==> config.mk <==
export PLATFORM = sky130hd
export DESIGN_NAME = bitmap_overlay_register_file_top
export DESIGN_NICKNAME = d
export VERILOG_FILES = /design/src/rtl/bor_pkg.sv /design/src/rtl/bor_ctrl.sv /design/src/rtl/bor_datapath.sv /design/src/rtl/bitmap_overlay_register_file_top.sv
export SDC_FILE = /design/constraint.sdc
export NUM_CORES = 2
export LEC_CHECK = 0
export CAP_MARGIN = 10
export CORE_UTILIZATION = 25
export CTS_CLUSTER_DIAMETER = 120
export DETAILED_ROUTE_END_ITERATION = 8
export DONT_BUFFER_PORTS = 1
export PLACE_DENSITY = 0.39
export SLEW_MARGIN = 20
export SYNTH_ARGS = -nofsm -noshare
export SYNTH_HDL_FRONTEND = slang
export SYNTH_SLANG_ARGS = --single-unit
==> constraint.sdc <==
create_clock -name clk -period 4.8 [get_ports clk]
set_input_delay 0.72 -clock clk [delete_from_list [all_inputs] [get_ports clk]]
set_output_delay 0.72 -clock clk [all_outputs]
set_load 0.01 [all_outputs]
==> src/rtl/bor_pkg.sv <==
// Shared types, codes and sizes of the bitmap overlay register file.
package bor_pkg;

    localparam int PALETTE_DEPTH   = 256;
    localparam int BUSY_READ_COUNT = 4;

    localparam int DATA_W     = 16;
    localparam int OP_W       = 3;
    localparam int SEL_W      = 3;
    localparam int IDX_W      = 8;
    localparam int PAL_ADDR_W = (PALETTE_DEPTH > 1) ? $clog2(PALETTE_DEPTH) : 1;
    localparam int MODE_W     = 15;
    localparam int LEN_W      = 8;
    localparam int COUNT_W    = 9;
    localparam int BUSY_CNT_W = 3;

    localparam int CTL_SWAP_BIT = 0;
    localparam int CTL_BUSY_BIT = 1;
    localparam int CTL_HBLK_BIT = 14;
    localparam int CTL_VBLK_BIT = 15;

    typedef enum logic [OP_W-1:0] {
        OP_REG_READ  = 3'd0,
        OP_REG_WRITE = 3'd1,
        OP_PAL_READ  = 3'd2,
        OP_PAL_WRITE = 3'd3,
        OP_BLANK     = 3'd4,
        OP_FILL      = 3'd5
    } op_t;

    typedef enum logic [SEL_W-1:0] {
        REG_MODE      = 3'd0,
        REG_SHIFT     = 3'd1,
        REG_FILL_LEN  = 3'd2,
        REG_FILL_ADDR = 3'd3,
        REG_FILL_DATA = 3'd4,
        REG_CONTROL   = 3'd5
    } reg_sel_t;

    typedef enum logic [1:0] {
        ST_IDLE,
        ST_EXEC,
        ST_DONE
    } ctl_state_t;

    // Commands from the controller to the datapath.
    typedef struct packed {
        logic capture;
        logic exec;
    } dp_cmd_t;

endpackage

==> src/rtl/bor_ctrl.sv <==
// Controller state machine of the bitmap overlay register file.
module bor_ctrl (
    input  logic             clk,
    input  logic             rst_n,
    input  logic             start,
    output logic             busy,
    output logic             done,
    output bor_pkg::dp_cmd_t cmd
);

    bor_pkg::ctl_state_t state_reg;
    bor_pkg::ctl_state_t state_next;

    always_ff @(posedge clk or negedge rst_n)
    begin
        if (!rst_n)
        begin
            state_reg <= bor_pkg::ST_IDLE;
        end
        else
        begin
            state_reg <= state_next;
        end
    end

    always_comb
    begin
        state_next  = state_reg;
        busy        = 1'b0;
        done        = 1'b0;
        cmd.capture = 1'b0;
        cmd.exec    = 1'b0;
        unique case (state_reg)
            bor_pkg::ST_IDLE:
            begin
                if (start)
                begin
                    cmd.capture = 1'b1;
                    state_next  = bor_pkg::ST_EXEC;
                end
            end
            bor_pkg::ST_EXEC:
            begin
                busy       = 1'b1;
                cmd.exec   = 1'b1;
                state_next = bor_pkg::ST_DONE;
            end
            bor_pkg::ST_DONE:
            begin
                // The result is shown while the next item may already come in.
                done = 1'b1;
                if (start)
                begin
                    cmd.capture = 1'b1;
                    state_next  = bor_pkg::ST_EXEC;
                end
                else
                begin
                    state_next = bor_pkg::ST_IDLE;
                end
            end
            default:
            begin
                state_next = bor_pkg::ST_IDLE;
            end
        endcase
    end

endmodule

==> src/rtl/bor_datapath.sv <==
// Datapath of the bitmap overlay register file: registers, palette memory and result.
module bor_datapath (
    input  logic                          clk,
    input  logic                          rst_n,
    input  bor_pkg::dp_cmd_t              cmd,
    input  logic                          cfg_we,
    input  logic                          cfg_wdata,
    input  logic [bor_pkg::OP_W-1:0]      operation,
    input  logic [bor_pkg::SEL_W-1:0]     reg_select,
    input  logic [bor_pkg::IDX_W-1:0]     palette_index,
    input  logic [bor_pkg::DATA_W-1:0]    write_data,
    input  logic                          hblank_in,
    input  logic                          vblank_in,
    output logic [bor_pkg::DATA_W-1:0]    read_data,
    output logic                          fill_valid,
    output logic [bor_pkg::DATA_W-1:0]    fill_start,
    output logic [bor_pkg::COUNT_W-1:0]   fill_count,
    output logic [bor_pkg::DATA_W-1:0]    fill_word
);

    // Captured item.
    bor_pkg::op_t                   op_reg;
    logic [bor_pkg::SEL_W-1:0]      sel_reg;
    logic [bor_pkg::IDX_W-1:0]      idx_reg;
    logic [bor_pkg::DATA_W-1:0]     wd_reg;
    logic                           hb_reg;
    logic                           vb_reg;

    // Architectural state.
    logic                           pal_region_reg;
    logic [bor_pkg::MODE_W-1:0]     mode_reg,         mode_next;
    logic [bor_pkg::DATA_W-1:0]     shift_reg,        shift_next;
    logic [bor_pkg::LEN_W-1:0]      fill_length_reg,  fill_length_next;
    logic [bor_pkg::DATA_W-1:0]     fill_address_reg, fill_address_next;
    logic [bor_pkg::DATA_W-1:0]     fill_data_reg,    fill_data_next;
    logic [bor_pkg::DATA_W-1:0]     control_reg,      control_next;
    logic                           pending_swap_reg, pending_swap_next;
    logic                           last_vblank_reg,  last_vblank_next;
    logic [bor_pkg::BUSY_CNT_W-1:0] busy_left_reg,    busy_left_next;

    // Palette memory with one valid bit per entry.
    logic [bor_pkg::DATA_W-1:0]        pal_mem [bor_pkg::PALETTE_DEPTH];
    logic [bor_pkg::PALETTE_DEPTH-1:0] pal_valid_reg;
    logic [bor_pkg::PAL_ADDR_W-1:0]    pal_addr;
    logic                              pal_in_range;
    logic [bor_pkg::DATA_W-1:0]        pal_rdata_reg;
    logic                              pal_hit_reg;

    // Result registers.
    logic [bor_pkg::DATA_W-1:0]  rd_reg,      rd_next;
    logic                        pal_read_reg, pal_read_next;
    logic                        fv_reg,      fv_next;
    logic [bor_pkg::DATA_W-1:0]  fs_reg,      fs_next;
    logic [bor_pkg::COUNT_W-1:0] fc_reg,      fc_next;
    logic [bor_pkg::DATA_W-1:0]  fw_reg,      fw_next;

    logic [bor_pkg::COUNT_W-1:0] count;
    logic [bor_pkg::LEN_W-1:0]   low_next;
    logic [bor_pkg::DATA_W-1:0]  blank_ctl;

    assign pal_addr     = idx_reg[bor_pkg::PAL_ADDR_W-1:0];
    assign pal_in_range = (32'(idx_reg) < bor_pkg::PALETTE_DEPTH);

    assign count    = {1'b0, fill_length_reg} + bor_pkg::COUNT_W'(1);
    assign low_next = fill_address_reg[bor_pkg::LEN_W-1:0] + count[bor_pkg::LEN_W-1:0];

    always_comb
    begin
        blank_ctl = control_reg;
        blank_ctl[bor_pkg::CTL_HBLK_BIT] = hb_reg;
        blank_ctl[bor_pkg::CTL_VBLK_BIT] = vb_reg;
        if (vb_reg && !last_vblank_reg)
        begin
            blank_ctl[bor_pkg::CTL_SWAP_BIT] = pending_swap_reg;
        end
    end

    always_comb
    begin
        mode_next         = mode_reg;
        shift_next        = shift_reg;
        fill_length_next  = fill_length_reg;
        fill_address_next = fill_address_reg;
        fill_data_next    = fill_data_reg;
        control_next      = control_reg;
        pending_swap_next = pending_swap_reg;
        last_vblank_next  = last_vblank_reg;
        busy_left_next    = busy_left_reg;
        rd_next           = '0;
        pal_read_next     = 1'b0;
        fv_next           = 1'b0;
        fs_next           = '0;
        fc_next           = '0;
        fw_next           = '0;

        unique case (op_reg)
            bor_pkg::OP_REG_READ:
            begin
                case (sel_reg)
                    bor_pkg::REG_MODE:      rd_next = {~pal_region_reg, mode_reg};
                    bor_pkg::REG_SHIFT:     rd_next = shift_reg;
                    bor_pkg::REG_FILL_LEN:  rd_next = bor_pkg::DATA_W'(fill_length_reg);
                    bor_pkg::REG_FILL_ADDR: rd_next = fill_address_reg;
                    bor_pkg::REG_FILL_DATA: rd_next = fill_data_reg;
                    bor_pkg::REG_CONTROL:
                    begin
                        rd_next = control_reg;
                        if (busy_left_reg != '0)
                        begin
                            rd_next[bor_pkg::CTL_BUSY_BIT] = 1'b1;
                            busy_left_next = busy_left_reg - bor_pkg::BUSY_CNT_W'(1);
                        end
                    end
                    default: rd_next = '0;
                endcase
            end
            bor_pkg::OP_REG_WRITE:
            begin
                case (sel_reg)
                    bor_pkg::REG_MODE:      mode_next = wd_reg[bor_pkg::MODE_W-1:0];
                    bor_pkg::REG_SHIFT:     shift_next = wd_reg;
                    bor_pkg::REG_FILL_LEN:  fill_length_next = wd_reg[bor_pkg::LEN_W-1:0];
                    bor_pkg::REG_FILL_ADDR: fill_address_next = wd_reg;
                    bor_pkg::REG_FILL_DATA: fill_data_next = wd_reg;
                    bor_pkg::REG_CONTROL:
                    begin
                        pending_swap_next = wd_reg[bor_pkg::CTL_SWAP_BIT];
                        if (control_reg[bor_pkg::CTL_VBLK_BIT])
                        begin
                            control_next[bor_pkg::CTL_SWAP_BIT] = wd_reg[bor_pkg::CTL_SWAP_BIT];
                        end
                    end
                    default: ;
                endcase
            end
            bor_pkg::OP_PAL_READ:
            begin
                pal_read_next = pal_in_range;
            end
            bor_pkg::OP_PAL_WRITE:
            begin
                // The memory write itself sits in the memory block below.
            end
            bor_pkg::OP_BLANK:
            begin
                control_next     = blank_ctl;
                last_vblank_next = vb_reg;
            end
            bor_pkg::OP_FILL:
            begin
                fv_next = 1'b1;
                fs_next = fill_address_reg;
                fc_next = count;
                fw_next = fill_data_reg;
                fill_address_next = {fill_address_reg[bor_pkg::DATA_W-1:bor_pkg::LEN_W],
                                     low_next};
                busy_left_next = bor_pkg::BUSY_CNT_W'(bor_pkg::BUSY_READ_COUNT);
            end
            default: ;
        endcase
    end

    // Item capture.
    always_ff @(posedge clk)
    begin
        if (cmd.capture)
        begin
            op_reg  <= bor_pkg::op_t'(operation);
            sel_reg <= reg_select;
            idx_reg <= palette_index;
            wd_reg  <= write_data;
            hb_reg  <= hblank_in;
            vb_reg  <= vblank_in;
        end
    end

    // Control and architectural state.
    always_ff @(posedge clk or negedge rst_n)
    begin
        if (!rst_n)
        begin
            pal_region_reg   <= 1'b0;
            mode_reg         <= '0;
            shift_reg        <= '0;
            fill_length_reg  <= '0;
            fill_address_reg <= '0;
            fill_data_reg    <= '0;
            control_reg      <= '0;
            pending_swap_reg <= 1'b0;
            last_vblank_reg  <= 1'b0;
            busy_left_reg    <= '0;
            pal_valid_reg    <= '0;
        end
        else
        begin
            if (cfg_we)
            begin
                pal_region_reg <= cfg_wdata;
            end
            if (cmd.exec)
            begin
                mode_reg         <= mode_next;
                shift_reg        <= shift_next;
                fill_length_reg  <= fill_length_next;
                fill_address_reg <= fill_address_next;
                fill_data_reg    <= fill_data_next;
                control_reg      <= control_next;
                pending_swap_reg <= pending_swap_next;
                last_vblank_reg  <= last_vblank_next;
                busy_left_reg    <= busy_left_next;
                if (op_reg == bor_pkg::OP_PAL_WRITE && pal_in_range)
                begin
                    pal_valid_reg[pal_addr] <= 1'b1;
                end
            end
        end
    end

    // Palette memory, registered read.
    always_ff @(posedge clk)
    begin
        if (cmd.exec)
        begin
            if (op_reg == bor_pkg::OP_PAL_WRITE && pal_in_range)
            begin
                pal_mem[pal_addr] <= wd_reg;
            end
            pal_rdata_reg <= pal_mem[pal_addr];
            pal_hit_reg   <= pal_valid_reg[pal_addr];
        end
    end

    // Result registers.
    always_ff @(posedge clk)
    begin
        if (cmd.exec)
        begin
            rd_reg       <= rd_next;
            pal_read_reg <= pal_read_next;
            fv_reg       <= fv_next;
            fs_reg       <= fs_next;
            fc_reg       <= fc_next;
            fw_reg       <= fw_next;
        end
    end

    assign read_data  = pal_read_reg ? (pal_hit_reg ? pal_rdata_reg : '0) : rd_reg;
    assign fill_valid = fv_reg;
    assign fill_start = fs_reg;
    assign fill_count = fc_reg;
    assign fill_word  = fw_reg;

endmodule

==> src/rtl/bitmap_overlay_register_file_top.sv <==
// Top level of the bitmap overlay register file.
//
// Each item is one operation: a register read or write, a palette read or
// write, a blanking update or an autofill start. An item is taken at a rising
// edge where start is high and busy is low. Every item gives exactly one
// result. It is shown for one cycle with done high, in the cycle after the
// execute cycle. The receiver cannot stall it, so it must take the result in
// that cycle. busy is high only in the execute cycle, so a new item may be
// started in the same cycle in which the previous result is shown. The palette
// memory has a registered read port: an item reads it in the execute cycle,
// and its result is shown with done high. The region input (cfg_we,
// cfg_wdata) selects PAL when set, which makes bit 15 of the mode register
// read as zero; it should be written only while no item is in flight. An
// autofill writes no memory; it returns a fill descriptor and advances the
// low byte of the fill address within its row.
module bitmap_overlay_register_file_top (
    input  logic                          clk,
    input  logic                          rst_n,
    input  logic                          start,
    output logic                          busy,
    output logic                          done,
    input  logic                          cfg_we,
    input  logic                          cfg_wdata,
    input  logic [bor_pkg::OP_W-1:0]      operation,
    input  logic [bor_pkg::SEL_W-1:0]     reg_select,
    input  logic [bor_pkg::IDX_W-1:0]     palette_index,
    input  logic [bor_pkg::DATA_W-1:0]    write_data,
    input  logic                          hblank_in,
    input  logic                          vblank_in,
    output logic [bor_pkg::DATA_W-1:0]    read_data,
    output logic                          fill_valid,
    output logic [bor_pkg::DATA_W-1:0]    fill_start,
    output logic [bor_pkg::COUNT_W-1:0]   fill_count,
    output logic [bor_pkg::DATA_W-1:0]    fill_word
);

    bor_pkg::dp_cmd_t cmd;

    // The controller sequences capture, execute and result cycles.
    bor_ctrl u_ctrl (
        .clk   (clk),
        .rst_n (rst_n),
        .start (start),
        .busy  (busy),
        .done  (done),
        .cmd   (cmd)
    );

    // The datapath holds the register file, the palette and the result.
    bor_datapath u_datapath (
        .clk           (clk),
        .rst_n         (rst_n),
        .cmd           (cmd),
        .cfg_we        (cfg_we),
        .cfg_wdata     (cfg_wdata),
        .operation     (operation),
        .reg_select    (reg_select),
        .palette_index (palette_index),
        .write_data    (write_data),
        .hblank_in     (hblank_in),
        .vblank_in     (vblank_in),
        .read_data     (read_data),
        .fill_valid    (fill_valid),
        .fill_start    (fill_start),
        .fill_count    (fill_count),
        .fill_word     (fill_word)
    );

endmodule
* Word level (Yosys, flattened, before mapping)
Memory sizes are Yosys's and may differ from the RTL's. A register that Yosys moved wholly into a read port is not among the register bits.
Cells that the tools add are included.
** Operators by class
- Mux-type cells :: 29
- Order comparisons :: 2
- Add/subtract/negate cells :: 3
- Reductions and logical operators :: 22
- Bitwise logic cells :: 3
- Eq/ne operators :: 19
** Operators by type and width (count)
- bitwise OR 256 bit :: 1
- case mux 16 bit (6 select lines) :: 1
- 2-to-1 mux 16 bit :: 3
- case mux 16 bit (2 select lines) :: 1
- AND reduction 3 bit :: 6
- 2-to-1 mux 1 bit :: 16
- equality test 3 x 2 -> 1 bit (second input constant) :: 4
- equality test 3 bit (second input constant) :: 4
- adder 8 x 1 -> 9 bit (second input constant) :: 1
- < comparator 8 x 9 -> 1 bit (second input constant) :: 1
- adder 8 bit :: 1
- binary-select mux 1 bit (select 8 bit) :: 1
- demux 1 bit (select 8 bit) :: 1
- greater-or-equal comparator 8 x 1 -> 1 bit (second input constant) :: 1
- != test 2 x 1 -> 1 bit (second input constant) :: 4
- AND reduction 4 bit :: 2
- equality test 3 x 1 -> 1 bit (second input constant) :: 2
- zero test 3 bit :: 2
- 2-to-1 mux 3 bit :: 2
- != test 2 bit (second input constant) :: 3
- case mux 2 bit (3 select lines) :: 1
- case mux 3 bit (2 select lines) :: 1
- nonzero test 2 bit :: 3
- AND reduction 5 bit :: 1
- other kinds (12) :: 15
** Storage, ports and cells
- Register bits after elaboration :: 430
- Memories kept :: 1
- Output and inout bits :: 60
- Memory bits (writable) :: 4096
- Logic and storage cells :: 106
** Memory list
- u_datapath.pal_mem :: words 256, width 16, read ports 1, clocked after memory_dff 1, wr ports 1, RTL line bor_datapath.sv:42 : logic [bor_pkg::DATA_W-1:0] pal_mem [bor_pkg::PALETTE_DEPTH];

* Depth between registers and ports, before layout
- Word-level depth :: 5
- Mapped depth :: 11

* Modules after synthesis
Synthesis repeated with hierarchy kept, for this count alone.
** Second synthesis, totals
- Cell total of the unflattened synthesis :: 7805
- Area, all modules :: 174761.4 µm²
** By module, submodules not included
- bor_datapath :: sequential area each 134624.1 µm², area an instance 174671.3 µm², cells each 7797, times used 1
- bor_ctrl :: sequential area each 50.0 µm², area an instance 90.1 µm², cells each 8, times used 1

* Least setup slack after synthesis
Ideal clock, no wire load.
- Kind :: reg-to-reg
- Start point :: register u_ctrl.state_reg[1]
- End point :: memory u_datapath.pal_mem[86][0] (netlist bit) (enable)
- Path buffers :: 3
- Setup slack :: 0.342 ns
- Required time :: 4.411 ns
- Arrival :: 4.069 ns
- Stages on the path, launching flop included :: 9
- Clock period less this slack :: 4.458 ns
- Setup time :: 0.389 ns
- Cell sequence :: dfrtp_1 nand2b_1 inv_1 and3_1 clkbuf_1 clkbuf_1 nand2_1 clkbuf_1 nor2_1
** Between the ends
- Longest elaborated chain between the ends :: 4
** RTL lines
- from (decl) :: RTL line bor_ctrl.sv:11 : bor_pkg::ctl_state_t state_reg;
- from (signal assigned) :: RTL line bor_ctrl.sv:18 : state_reg <= bor_pkg::ST_IDLE;
- from (signal assigned) :: RTL line bor_ctrl.sv:22 : state_reg <= state_next;
- equality test 2 x 1 -> 1 bit
- 2-to-1 mux 1 bit
- named net busy :: RTL line bitmap_overlay_register_file_top.sv:20 : output logic busy,
- 2-to-1 mux 1 bit :: RTL line bor_datapath.sv:222 : if (cmd.exec)
- 2-to-1 mux 1 bit (implied by the code) :: RTL line bor_datapath.sv:226 : pal_mem[pal_addr] <= wd_reg;
- to (decl) :: RTL line bor_datapath.sv:42
The timed path passes the listed nets, and every way through them passes these cells.

==> out/qor.csv <==
metric,value,unit
status,"finished, final reports clean",
"EDFF count, synth",4204,
RSZ-0062 raised after global routing,false,
Worst slew margin,12.9,%
WHS,0.121,ns
htree depth,6,
Netlist cell types,58,
Syn Area/Cell,22.4,um2
Slew @ Worst Pin,1.31,ns
die area,702000,um2
Critical Path RT,5.56,ns
Final Critical Period,4.41,ns
Worst Setup Start Kind,flip-flop,
count of final setup violators,0,
most frequent CP cell,buf_12,
Yosys warnings,0,
GRT overflow,0,
Final Net Count,8701,
Mapped Cells,7789,
DR iter-0 viols,8796,
cell area power density,415,nW/um2
max frequency,0.227,GHz
largest net degree at the start of global routing,338,
Area Growth Syn to Fin,20.2,%
Worst-path clk slew,0.06,ns
setup bufs post-CTS,0,
clock sinks,4541,
final hold viol count,0,
post-route ant nets,0,
Rows,306,
initial antenna violation count,57,
Critical-path top delay cell,a221oi_1,
DRC violation count after routing,0,
Final GP Congestion,0.849,
DP HPWL,362000,um
clock buffer count from CTS,530,
die height,838,um
vias in the first global route,89030,
Root Buffer,clkbuf_16,
setup tns final,0,ns
ys flop type,edfxtp_1,
first-pass GRT wire length,787000,um
worst hold path class,primary input to flip-flop,
via count,85426,
GRT Total Usage,16.2,%
CORE AREA,695000,um2
Pleak,0.0679,uW
post_cts resized,0,
Worst EP arrival,5.18,ns
Pre-Repair DR Iteration Count,5,
maximum fanout along the worst path,37,
register area share after synthesis,77.2,%
pins over their slew limit,0,
layout cells sized above 1,35.9,%
CP max stage delay,0.74,ns
die width,838,um
per-cell routed wire length,31.8,um
Final Cycle Share,92.0,%
CP endpoint kind,flip-flop,
Port Buffer Count,0,
Setup CP Type,flip-flop to flip-flop,
Largest register FFs,4096,
Initial Util,25.1,%
post-synthesis net count,7837,
io pins,97,
crit path cell chain,buf_12 > buf_12 > buf_12 > mux4_2 > mux4_2 > a22oi_1 > nand2_1 > a221oi_1 > nand4_1,
maximum buffer depth of the clock tree,4,
drt via density,4.66,
async set-reset flop share out of synthesis,7.42,%
number of synthesized register bits,4541,
CTS tree,done,
final wirelength,582000,um
Clock Latency Late Sink,1.06,ns
hold buffer count at CTS,35,
VDD IR-drop max,0.372,mV
Max-Cap Viols,0,
Mapped Area,175000,um2
Final Skew,0.0640,ns
[layout by cell type, fill, tap and decap left out, drive strengths merged, types with 69 or more instances in the layout]
cell,n
mux2,69
edfxtp,4204
buf,709
dfrtp,337
clkinv,215
or2,259
mux4,1210
mux2i,248
nand2,111
clkbuf,696
o22ai,94
nor2,326
a22oi,93
[logic make-up after synthesis]
group,count (synthesis),synth area share (%)
AO/OA/AOI/OAI,373,1.47
XOR/XNOR,8,0.0401
adder cells (fa/ha/maj),11,0.0831
buffers and inverters,443,1.26
flip-flops,4541,77.2
multiplexers,1527,17.5
AND/OR/NAND/NOR,886,2.52
[Yosys cell counts (all sizes together) (17+ instances only)]
cell type / count / area (um2)
dfrtp: 337 / 8430
nor2: 326 / 1220
a22oi: 93 / 698
nand2: 111 / 417
edfxtp: 4204 / 126000
or2: 259 / 1620
clkbuf: 155 / 582
and2: 42 / 263
nand3: 40 / 200
o22ai: 94 / 588
a22o: 30 / 263
nor2b: 23 / 144
inv: 30 / 113
buf: 258 / 1500
mux2: 69 / 777
nor3: 17 / 85.1
or3: 18 / 113
mux4: 1210 / 27300
a221oi: 30 / 269
mux2i: 248 / 2480
o21ai: 49 / 245
a21oi: 40 / 200
[final cells by class]
type | count | area [um2]
antenna | 18 | 45.0
clock buffer | 696 | 14200
clock inverter | 255 | 2680
fill | 66978 | 485000
inverter | 30 | 115
multi-input combinational | 2805 | 38500
sequential | 4541 | 135000
tap | 9240 | 11600
timing repair buffer | 745 | 8050
[report_power, final]
group	switching, uW	total (uW)	internal, uW
logic	3040	4620	1580
clock network	16800	38900	22100
registers	202	43600	43400
total	20000	87200	67100
[critical path, delay by kind of cell (launching register included)]
family                 cells  cell delay (ns)
AOI/OAI and AO/OA          2             1.34
DFF                        1             0.51
buffers and inverters      3             0.73
muxes                      2             1.14
and+or+nand+nor            2             0.30
[path summary, 6_finish.rpt]
path / slack (ns) / from / to / depth (start not counted)
setup / recovery: 0.39 / u_datapath.idx_reg[0]$_DFFE_PP_ / u_datapath.pal_rdata_reg[14]$_DFFE_PP_ / 9
setup reg to reg: 0.39 / u_datapath.idx_reg[0]$_DFFE_PP_ / u_datapath.pal_rdata_reg[14]$_DFFE_PP_ / 9
min in group asynchronous: 0.25 / rst_n / u_datapath.fill_address_reg[4]$_DFFE_PN0P_ / 2
hold reg to reg: 0.46 / u_datapath.pal_valid_reg[226]$_DFFE_PN0P_ / u_datapath.pal_valid_reg[226]$_DFFE_PN0P_ / 1
hold / removal: 0.12 / start / u_datapath.wd_reg[2]$_DFFE_PP_ / 1
max in group asynchronous: 2.43 / rst_n / u_datapath.pal_valid_reg[104]$_DFFE_PN0P_ / 4
[metrics by stage]
step	instances	worst slack [ns]	power, uW	area [um2]	util, %
global route	18315	0.336	89900	210000	30.2
finish	18330	0.385	87200	210000	30.2
floorplan	7789	0.342	46800	175000	-
detailed placement	17320	0.402	49000	192000	27.7
global placement	17316	0.353	49000	192000	27.7
CTS	18306	0.411	88200	210000	30.2
[layer usage]
layer	vias up	wire, um	track usage [%]
li1	34449	-	-
met1	47383	249000	21.8
met2	2828	278000	26.4
met3	762	37100	3.23
met4	4	18400	4.70
met5	-	29	0
Note: power is estimated with default switching activity, not from simulation.
